--- config.mk ---
export PLATFORM = sky130hd
export DESIGN_NAME = utf8_stream_decoder
export DESIGN_NICKNAME = d
export VERILOG_FILES = /design/src/hdl/u8d_pkg.sv /design/src/hdl/utf8_stream_decoder.sv /design/src/hdl/u8d_front.sv /design/src/hdl/u8d_queue.sv /design/src/hdl/u8d_back.sv
export SDC_FILE = /design/constraint.sdc
export NUM_CORES = 1
export LEC_CHECK = 0
export ABC_AREA = 1
export BUFFER_PORTS_ARGS = -buffer_cell sky130_fd_sc_hd__buf_4
export CAP_MARGIN = 10
export CELL_PAD_IN_SITES_DETAIL_PLACEMENT = 1
export CELL_PAD_IN_SITES_GLOBAL_PLACEMENT = 1
export CORE_MARGIN = 8
export CORE_UTILIZATION = 48
export CTS_BUF_LIST = sky130_fd_sc_hd__clkbuf_8
export DETAILED_ROUTE_END_ITERATION = 8
export PLACE_DENSITY_LB_ADDON = 0.08
export SYNTH_ARGS = -nofsm -noshare
export SYNTH_HDL_FRONTEND = slang
export SYNTH_SLANG_ARGS = --single-unit
--- constraint.sdc ---
create_clock -name clk -period 2.9 [get_ports clk]
set_input_delay 0.29 -clock clk [delete_from_list [all_inputs] [get_ports clk]]
set_output_delay 0.29 -clock clk [all_outputs]
set_load 0.01 [all_outputs]
--- src/hdl/u8d_pkg.sv ---
package u8d_pkg;

  localparam int unsigned BYTE_W   = 8;
  localparam int unsigned CODE_W   = 21;
  localparam int unsigned OUT_W    = 24;
  localparam int unsigned NUM_ST   = 9;
  localparam int unsigned NUM_CLS  = 12;
  localparam int unsigned Q_DEPTH  = 4;
  localparam int unsigned Q_PTR_W  = $clog2(Q_DEPTH);
  localparam int unsigned Q_CNT_W  = $clog2(Q_DEPTH + 1);

  localparam logic [BYTE_W-1:0] PAYLOAD_MASK = 8'h3F;
  localparam logic [BYTE_W-1:0] LEAD_MASK    = 8'hFF;

  // States of the validation automaton.
  typedef enum logic [3:0] {
    S_ACCEPT    = 4'd0,
    S_REJECT    = 4'd1,
    S_CONT1     = 4'd2,
    S_CONT2     = 4'd3,
    S_AFTER_E0  = 4'd4,
    S_AFTER_ED  = 4'd5,
    S_AFTER_F0  = 4'd6,
    S_CONT3     = 4'd7,
    S_AFTER_F4  = 4'd8
  } dfa_state_t;

  // Byte classes.
  typedef enum logic [3:0] {
    CLS_ASCII    = 4'd0,
    CLS_CONT_LO  = 4'd1,
    CLS_LEAD2    = 4'd2,
    CLS_LEAD3    = 4'd3,
    CLS_LEAD_ED  = 4'd4,
    CLS_LEAD_F4  = 4'd5,
    CLS_LEAD4    = 4'd6,
    CLS_CONT_HI  = 4'd7,
    CLS_INVALID  = 4'd8,
    CLS_CONT_MID = 4'd9,
    CLS_LEAD_E0  = 4'd10,
    CLS_LEAD_F0  = 4'd11
  } byte_class_t;

  // One classified byte as it waits between the front and the back.
  typedef struct packed {
    logic [BYTE_W-1:0] byte_value;
    logic              buffer_start;
    byte_class_t       cls;
  } q_item_t;

  // Next state, indexed by [state][class].
  localparam logic [3:0] NEXT_TABLE [0:NUM_ST-1][0:NUM_CLS-1] = '{
    '{4'd0, 4'd1, 4'd2, 4'd3, 4'd5, 4'd8, 4'd7, 4'd1, 4'd1, 4'd1, 4'd4, 4'd6},
    '{4'd1, 4'd1, 4'd1, 4'd1, 4'd1, 4'd1, 4'd1, 4'd1, 4'd1, 4'd1, 4'd1, 4'd1},
    '{4'd1, 4'd0, 4'd1, 4'd1, 4'd1, 4'd1, 4'd1, 4'd0, 4'd1, 4'd0, 4'd1, 4'd1},
    '{4'd1, 4'd2, 4'd1, 4'd1, 4'd1, 4'd1, 4'd1, 4'd2, 4'd1, 4'd2, 4'd1, 4'd1},
    '{4'd1, 4'd1, 4'd1, 4'd1, 4'd1, 4'd1, 4'd1, 4'd2, 4'd1, 4'd1, 4'd1, 4'd1},
    '{4'd1, 4'd2, 4'd1, 4'd1, 4'd1, 4'd1, 4'd1, 4'd1, 4'd1, 4'd2, 4'd1, 4'd1},
    '{4'd1, 4'd1, 4'd1, 4'd1, 4'd1, 4'd1, 4'd1, 4'd3, 4'd1, 4'd3, 4'd1, 4'd1},
    '{4'd1, 4'd3, 4'd1, 4'd1, 4'd1, 4'd1, 4'd1, 4'd3, 4'd1, 4'd3, 4'd1, 4'd1},
    '{4'd1, 4'd3, 4'd1, 4'd1, 4'd1, 4'd1, 4'd1, 4'd1, 4'd1, 4'd1, 4'd1, 4'd1}
  };

  // Maps a raw byte to its class.
  function automatic byte_class_t classify(input logic [BYTE_W-1:0] b);
    byte_class_t c;
    if (b <= 8'h7F) begin
      c = CLS_ASCII;
    end else if (b <= 8'h8F) begin
      c = CLS_CONT_LO;
    end else if (b <= 8'h9F) begin
      c = CLS_CONT_MID;
    end else if (b <= 8'hBF) begin
      c = CLS_CONT_HI;
    end else if (b <= 8'hC1) begin
      c = CLS_INVALID;
    end else if (b <= 8'hDF) begin
      c = CLS_LEAD2;
    end else if (b == 8'hE0) begin
      c = CLS_LEAD_E0;
    end else if (b == 8'hED) begin
      c = CLS_LEAD_ED;
    end else if (b <= 8'hEF) begin
      c = CLS_LEAD3;
    end else if (b == 8'hF0) begin
      c = CLS_LEAD_F0;
    end else if (b <= 8'hF3) begin
      c = CLS_LEAD4;
    end else if (b == 8'hF4) begin
      c = CLS_LEAD_F4;
    end else begin
      c = CLS_INVALID;
    end
    return c;
  endfunction

  // Transition lookup; state codes past the table act as reject.
  function automatic dfa_state_t next_state(input dfa_state_t st, input byte_class_t c);
    logic [3:0] row;
    logic [3:0] col;
    row = (st >= dfa_state_t'(NUM_ST)) ? S_REJECT : st;
    col = (c >= byte_class_t'(NUM_CLS)) ? CLS_INVALID : c;
    return dfa_state_t'(NEXT_TABLE[row][col]);
  endfunction

endpackage

--- src/hdl/utf8_stream_decoder.sv ---
// Channel   Direction  tdata               tuser
// in_       slave      [7:0] byte_value    [0] buffer_start
// out_      master     [20:0] scalar value none
//
// Each byte is classified in the front and written to a four-entry queue; in the
// back the automaton and accumulator advance. Sustained rate is one byte per
// cycle while out_tready does not stall a valid output register.
// rst_n (synchronous) returns the automaton to accept and empties the queue.
// A stall on out_tready holds the output register; the queue absorbs up to four
// further bytes before in_tready falls.
module utf8_stream_decoder (
  input  logic        clk,
  input  logic        rst_n,
  input  logic        in_tvalid,
  output logic        in_tready,
  input  logic [7:0]  in_tdata,   // [7:0] byte_value
  input  logic        in_tuser,   // [0] buffer_start
  output logic        out_tvalid,
  input  logic        out_tready,
  output logic [23:0] out_tdata   // [20:0] scalar value, [23:21] zero
);
  import u8d_pkg::*;

  logic    q_full, q_push, q_pop, q_not_empty;
  q_item_t push_item, head_item;

  // Front: accept and classify.
  u8d_front u_front (
    .in_tvalid (in_tvalid),
    .in_tready (in_tready),
    .in_tdata  (in_tdata),
    .in_tuser  (in_tuser),
    .q_full    (q_full),
    .q_push    (q_push),
    .q_item    (push_item)
  );

  // Queue between front and back.
  u8d_queue u_queue (
    .clk       (clk),
    .rst_n     (rst_n),
    .push      (q_push),
    .push_item (push_item),
    .full      (q_full),
    .pop       (q_pop),
    .not_empty (q_not_empty),
    .head_item (head_item)
  );

  // Back: automaton, accumulator and output register.
  u8d_back u_back (
    .clk         (clk),
    .rst_n       (rst_n),
    .q_not_empty (q_not_empty),
    .q_item      (head_item),
    .q_pop       (q_pop),
    .out_tvalid  (out_tvalid),
    .out_tready  (out_tready),
    .out_tdata   (out_tdata)
  );

endmodule

--- src/hdl/u8d_front.sv ---
module u8d_front (
  input  logic                       in_tvalid,
  output logic                       in_tready,
  input  logic [7:0]                 in_tdata,   // [7:0] byte_value
  input  logic                       in_tuser,   // [0] buffer_start
  input  logic                       q_full,
  output logic                       q_push,
  output u8d_pkg::q_item_t           q_item
);
  import u8d_pkg::*;

  // Accept a transfer whenever the queue has room.
  assign in_tready = !q_full;
  assign q_push    = in_tvalid && !q_full;

  // Classify the byte on the way into the queue.
  always_comb begin
    q_item.byte_value   = in_tdata;
    q_item.buffer_start = in_tuser;
    q_item.cls          = classify(in_tdata);
  end

endmodule

--- src/hdl/u8d_queue.sv ---
module u8d_queue (
  input  logic             clk,
  input  logic             rst_n,
  input  logic             push,
  input  u8d_pkg::q_item_t push_item,
  output logic             full,
  input  logic             pop,
  output logic             not_empty,
  output u8d_pkg::q_item_t head_item
);
  import u8d_pkg::*;

  q_item_t              slots_r [0:Q_DEPTH-1];
  logic [Q_PTR_W-1:0]   wr_ptr_r, wr_ptr_nxt;
  logic [Q_PTR_W-1:0]   rd_ptr_r, rd_ptr_nxt;
  logic [Q_CNT_W-1:0]   count_r, count_nxt;
  logic                 do_push, do_pop;

  assign full      = (count_r == Q_CNT_W'(Q_DEPTH));
  assign not_empty = (count_r != '0);
  assign head_item = slots_r[rd_ptr_r];

  assign do_push = push && !full;
  assign do_pop  = pop && not_empty;

  // Pointer and fill count updates.
  always_comb begin
    wr_ptr_nxt = do_push ? wr_ptr_r + 1'b1 : wr_ptr_r;
    rd_ptr_nxt = do_pop  ? rd_ptr_r + 1'b1 : rd_ptr_r;
    count_nxt  = count_r;
    if (do_push && !do_pop) begin
      count_nxt = count_r + 1'b1;
    end else if (do_pop && !do_push) begin
      count_nxt = count_r - 1'b1;
    end
  end

  always_ff @(posedge clk) begin
    if (!rst_n) begin
      wr_ptr_r <= '0;
      rd_ptr_r <= '0;
      count_r  <= '0;
    end else begin
      wr_ptr_r <= wr_ptr_nxt;
      rd_ptr_r <= rd_ptr_nxt;
      count_r  <= count_nxt;
    end
  end

  // Slot storage needs no reset.
  always_ff @(posedge clk) begin
    if (do_push) begin
      slots_r[wr_ptr_r] <= push_item;
    end
  end

endmodule

--- src/hdl/u8d_back.sv ---
module u8d_back (
  input  logic             clk,
  input  logic             rst_n,
  input  logic             q_not_empty,
  input  u8d_pkg::q_item_t q_item,
  output logic             q_pop,
  output logic             out_tvalid,
  input  logic             out_tready,
  output logic [23:0]      out_tdata    // [20:0] scalar value, [23:21] zero
);
  import u8d_pkg::*;

  dfa_state_t          state_r, state_nxt, cur_state;
  logic [CODE_W-1:0]   partial_r, partial_nxt;
  logic                out_valid_r, out_valid_nxt;
  logic [CODE_W-1:0]   out_code_r;
  logic                take;
  logic                emit;
  logic [BYTE_W-1:0]   lead_bits;

  // Take the next queued byte when the output register is free or drains now.
  assign take  = q_not_empty && (!out_valid_r || out_tready);
  assign q_pop = take;

  // A buffer start puts the automaton back to accept before this byte.
  assign cur_state = q_item.buffer_start ? S_ACCEPT : state_r;

  // Next state.
  always_comb begin
    state_nxt = state_r;
    if (take) begin
      state_nxt = next_state(cur_state, q_item.cls);
    end
  end

  // Accumulator, emit flag and output register control.
  always_comb begin
    lead_bits   = (LEAD_MASK >> q_item.cls) & q_item.byte_value;
    partial_nxt = partial_r;
    emit        = 1'b0;
    if (take) begin
      if (cur_state != S_ACCEPT) begin
        partial_nxt = {partial_r[CODE_W-7:0], 6'b0}
                      | CODE_W'(q_item.byte_value & PAYLOAD_MASK);
      end else begin
        partial_nxt = CODE_W'(lead_bits);
      end
      emit = (next_state(cur_state, q_item.cls) == S_ACCEPT);
    end
    if (take) begin
      out_valid_nxt = emit;
    end else if (out_tready) begin
      out_valid_nxt = 1'b0;
    end else begin
      out_valid_nxt = out_valid_r;
    end
  end

  always_ff @(posedge clk) begin
    if (!rst_n) begin
      state_r     <= S_ACCEPT;
      partial_r   <= '0;
      out_valid_r <= 1'b0;
    end else begin
      state_r     <= state_nxt;
      partial_r   <= partial_nxt;
      out_valid_r <= out_valid_nxt;
    end
  end

  // The result payload is loaded only when a code point completes.
  always_ff @(posedge clk) begin
    if (take && emit) begin
      out_code_r <= partial_nxt;
    end
  end

  assign out_tvalid = out_valid_r;
  assign out_tdata  = {(OUT_W - CODE_W)'(0), out_code_r};

endmodule
After elaboration in Yosys (flattened, before gate mapping)
Memory sizes are Yosys's and may differ from the RTL's. A register that Yosys moved wholly into a read port is not among the register bits.
Index checks and enable logic that the tools add are counted.
{ "op_classes": {"addsub": 4, "magnitude_cmp": 12, "n_eq_ne": 5, "n_shift": 1, "mux": 31, "bitwise_logic": 4, "n_reduce_logical": 17} }
{ "ops": {"columns": ["cell", "n"], "rows": [
  ["$mux W48", 2],
  ["$mux W4", 17],
  ["$le A8 B8 Y1 const B", 7],
  ["$mux W21", 2],
  ["$eq A8 B8 Y1 const B", 4],
  ["$or A21 B6 Y21", 1],
  ["$bmux W4 S4", 1],
  ["$ge A5 B5 Y1 const B", 2],
  ["$not A4 Y5", 2],
  ["$and A8 B8 Y8", 1],
  ["$ge A4 B4 Y1 const B", 2],
  ["$le A8 B7 Y1 const B", 1],
  ["$shr A8 B4 Y8 const A", 1],
  ["$logic_and A1 B1 Y1", 7],
  ["$mux W3", 2],
  ["$mux W1", 5],
  ["$add A2 B1 Y2 const B", 2],
  ["$logic_not A1 Y1", 4],
  ["$logic_not A4 Y1", 1],
  ["$mux W2", 2],
  ["$reduce_bool A2 Y1", 2],
  ["$reduce_bool A4 Y1", 1],
  ["$add A3 B1 Y3 const B", 1],
  ["$eq A3 B3 Y1 const B", 1],
  ["other kinds (3)", 3]
]} }
{ "totals": {"register_bits": 54, "ram_bits": 52, "rom_bits": 768, "in_bits": 13, "output_inout_bits": 26, "wordCells": 83, "mem_count": 2} }
{ "memory_table": {"columns": ["name", "depth", "width", "read_ports", "rd_clocked_by_memory_dff", "write_ports", "line", "rtl"], "rows": [
  ["(no name shown)", 16, 48, 1, 0, 0, "u8d_pkg.sv:103", "return dfa_state_t'(NEXT_TABLE[row][col]);"],
  ["u_queue.slots_r", 4, 13, 1, 1, 1, "u8d_queue.sv:13", "q_item_t slots_r [0:Q_DEPTH-1];"]
]} }

Depth between registers and ports, before layout
{ "logic_depth": {"depth_word": 13, "mapped_depth": 17, "depth_no_buf": 16} }

Cells and area by module
From an unflattened synthesis, not the netlist that was laid out.
{ "hier_totals": {"cells_unflattened": 503, "area_unflattened_um2": 4840.9} }
{ "by_module_without_submodules": {"columns": ["mod", "n_inst", "cells_per_inst", "area_each_um2", "seq_area_each_um2"], "rows": [
  ["u8d_queue", 1, 195, 2469.9, 1741.7],
  ["u8d_back", 1, 246, 2078.2, 1151.1],
  ["u8d_front", 1, 62, 292.8, 0.0]
]} }

Least setup slack after synthesis
No wires, ideal clock.
{ "synth_timing": {"kind": "register to register", "startpoint": "reg with a tool-made name", "endpoint": "reg u_back.out_code_r[0], enable pin", "setup_time_ps": 376, "t_arrival_ps": 1855, "t_required_ps": 2524, "slack_ps": 670, "path_stages_with_launch": 14, "path_buffers": 2, "synth_period_minus_slack_ps": 2230, "cell_sequence": "dfxtp_1 > buf_6 > nand2_1 > nand3_2 > nand2_4 > o21ai_2 > nand2_4 > inv_2 > buf_6 > nand3_1 > nand4_1 > nor2_1 > nand2_1 > inv_1"} }
{ "synth_lines": {"columns": ["element", "line", "rtl"], "rows": [
  ["to (signal assigned)", "u8d_back.sv:74", "out_code_r <= partial_nxt;"],
  ["to (decl)", "u8d_back.sv:16", "logic [CODE_W-1:0] out_code_r;"]
]} }

==> run metrics <==
Wirelength per Cell=roughly 17 um; Die X-Extent=115 um; synthesized netlist cell count=475; Hold EP=u_queue.slots_r[1][4]; Fmax achieved=411 MHz; cell area after layout=0.00529 mm^2; Root Buffer=clkbuf_8; critical path data required time=2.98 ns; vertical die dimension=approximately 110 um; number of DRC violations after detailed-routing iteration 0=161; buffers inserted by post-CTS timing repair=0; antenna violations before repair=0; standard cell area after detailed placement=roughly 0.005 mm^2; measured slew at the worst slew-check pin=0.769 ns; vias in the first global route=3,631; post-synthesis cell type count=38; Resized cells post-CTS=0; number of setup violations in the final report=0; register bit count reported by yosys=108; max layer used=met4; Adder-Cell Fraction of Synth Area=under 10%; Slew HR=~49%; routed wire length on met2=between 5000 and 6000 um; hold slack final=around 0.12 ns; Synth Area in Simple Gates=17.9%; ratio of cells with drive above 1 in the final layout=about 16%; total CTS buffers=9; synthesized-area fraction occupied by ao, oa, aoi and oai cells=between 10% and 20%; synthesized area divided by synthesized cell count=between 9 and 10 um^2; hold path startpoint=in_tuser; part of the total power dissipated in the clock network=~15%; first-pass detailed-route iteration total=7; critical path class=flop to flop; clock transition at the registers of the reported paths=around 0.11 ns; first-pass GRT wire length=18,100 um; synth warn=0; core region area=a little under 0.01 mm^2; HPWL after detailed placement=7880 um; clock sink count=108; proportion of synthesized chip area in sequential cells=61.8%; VDD IR-drop max=428 uV; maximum clock insertion buffer count=2; area added between synthesis and finish=12.8%; Max Cap Viol=0; count of antenna diodes in the layout=0; GRT Util Overall=17.8%; power density normalized to cell area=1060 mW/mm^2; number of DRC violations after detailed routing=0; sum of met3 wire segment lengths after detailed routing=365 um; vias per std cell=5.28; starting density of the core=48.6%; final period demand of the worst path=2.43 ns; share of total power consumed by net switching=41.4%; Hold Crit Class=input pin to flop; unrepaired setup endpoints after global routing=no; switching power=0.00232 W; setup TNS=0 ns; number of buffers inserted by port buffering=35; total power of the final layout=between 0.005 and 0.006 W; total vias in the final route=3,442; number of cells on the worst hold path=1; synth cell count leaders=nand2_1, edfxtp_1, a21oi_1; worst-case setup margin in the final layout=0.469 ns; portion of synthesized cell area occupied by the leading cell type=46.8%; worst clock skew on the final layout=0.0130 ns; clock latency on the worst-skew pair=0.37 ns; nets=approximately 530; detailed-routing wirelength on met1=about 4900 um; antenna-violating nets left=0; largest net degree at the start of global routing=31; worst setup slack after placement=0.444 ns; depth of the worst register-to-register path=13; clock tree from TritonCTS=done; largest fanout on the critical path=21; grt total ovfl=0; most frequent cell after synthesis=nand2_1; total detailed-routing wirelength=10,800 um; power share of the sequential group=41.4%; Final Hold Fails=0; GP Congestion=0.809; cell area after technology mapping=0.00468 mm^2; r2r endpoint=u_back.out_code_r[4]; Synth Flop Type=edfxtp_1; XOR/XNOR share of the synthesized area=0.187%; outcome=finished clean; Internal Pwr Total=0.00327 W; startpoint kind of the worst setup timing path=flop; count of pins over their slew limit=0; Leakage Power=around 2.2 nW; share of synthesized registers carrying an async set or reset=0%; cell type with the largest total area after synthesis=edfxtp_1; period utilization=83.8%; Combinational Power Share=43.5%; number of placement rows=36; number of I/O pins=39; main combinational cell family by area after synthesis=simple AND/OR/NAND/NOR gates; # H-tree levels=3; Synth area leaders=edfxtp_1, dfxtp_1, nand2_1; number of hold buffers added after CTS=0; die outline area=between 0.01 and 0.015 mm^2; share of cell area taken by muxes after synthesis=0%; CP endpoint kind=flop; minimum setup slack among reg-to-reg paths=about 0.47 ns; count of flip-flops with a built-in enable after synthesis=73; data arrival time of the worst path=2.51 ns
==> layer usage <==
layer	GRT usage (%)	up-vias
met5	0	-
met4	6.22	0
met3	3.36	11
met2	31.0	59
met1	21.5	1670
li1	-	1702
==> cell type report <==
cell class                      instances  area (um^2)
Sequential cell                       108         2890
Tap cell                              133          166
Fill cell                            1131         4350
Multi-Input combinational cell        302         1510
Timing Repair Buffer                   47          365
Clock inverter                          7         56.3
Inverter                               46          173
Clock buffer                            9          124
==> flip-flops by register name, summed over array words and instances, names as in the netlist, named ones only <==
name               flops
u_back.partial_r      21
u_queue.slots_r       52
u_queue.wr_ptr_r       2
u_back.out_tvalid      1
u_back.state_r         4
u_queue.rd_ptr_r       2
u_back.out_code_r     21
u_queue.count_r        3
==> kinds of logic after synthesis <==
group / count (synthesis)
DFF: 108
buffers and inverters: 67
xor gates and xnor gates: 1
and+or+nand+nor: 194
other: 1
adders and majority gates: 6
AOI/OAI and AO/OA: 98
==> worst max-delay path, cell delays in order (launching register included) <==
cell	delay (ns)
dfxtp_1	0.57
inv_2	0.22
nand2_1	0.13
nand2_2	0.12
nand2_1	0.12
nand2_1	0.10
nor2_1	0.19
a21boi_1	0.11
nand2_1	0.07
nand2_1	0.06
nor2_1	0.09
nand2_1	0.08
inv_1	0.10
buf_12	0.17
==> layout by cell type (no fill, tap or decap), types with 2 or more instances in the layout <==
cell type,synthesis,final
nand2_1,108,108
edfxtp_1,73,73
buf_4,3,46
a21oi_1,43,43
inv_1,40,41
dfxtp_1,35,35
nor2_1,33,33
nand3_1,32,32
o21ai_0,29,29
clkbuf_8,0,9
nand4_1,7,7
o22ai_1,6,6
inv_2,5,5
o211ai_1,5,5
o2111ai_1,5,5
ha_1,5,5
nand2_2,4,4
o21ai_2,3,3
conb_1,1,3
nand3_2,2,2
nand2_4,2,2
nor3_1,2,2
clkinv_2,0,2
clkinv_4,0,2
==> how the worst max path moves through the flow <==
stage | start | to | slack, ns | cells after the start
2_1_floorplan | flop | u_back.out_code_r[0] | 0.67 | 13
3_3_place_gp | flop | u_back.out_code_r[2] | 0.52 | 15
3_5_place_dp | flop | u_back.out_code_r[0] | 0.44 | 15
4_1_cts | flop | u_back.out_code_r[4] | 0.43 | 13
5_1_grt | flop | u_back.out_code_r[4] | 0.20 | 15
6_report | flop | u_back.out_code_r[4] | 0.47 | 13
==> power groups by stage <==
stage | registers (W) | clock network [W] | logic, W
detailed placement | 0.00235 | 0 | 0.00244
floorplan | 0.00237 | 0 | 0.00156
global placement | 0.00233 | 0 | 0.00235
CTS | 0.00232 | 0.000868 | 0.00245
global route | 0.00235 | 0.000930 | 0.00272
finish | 0.00231 | 0.000845 | 0.00243
==> through the flow <==
step	instances	util [%]
2_1_floorplan	477	-
3_3_place_gp	636	53.0
3_5_place_dp	636	53.0
4_1_cts	652	54.8
5_1_grt	652	54.8
6_report	652	54.8
(Power assumes the default switching activity.)
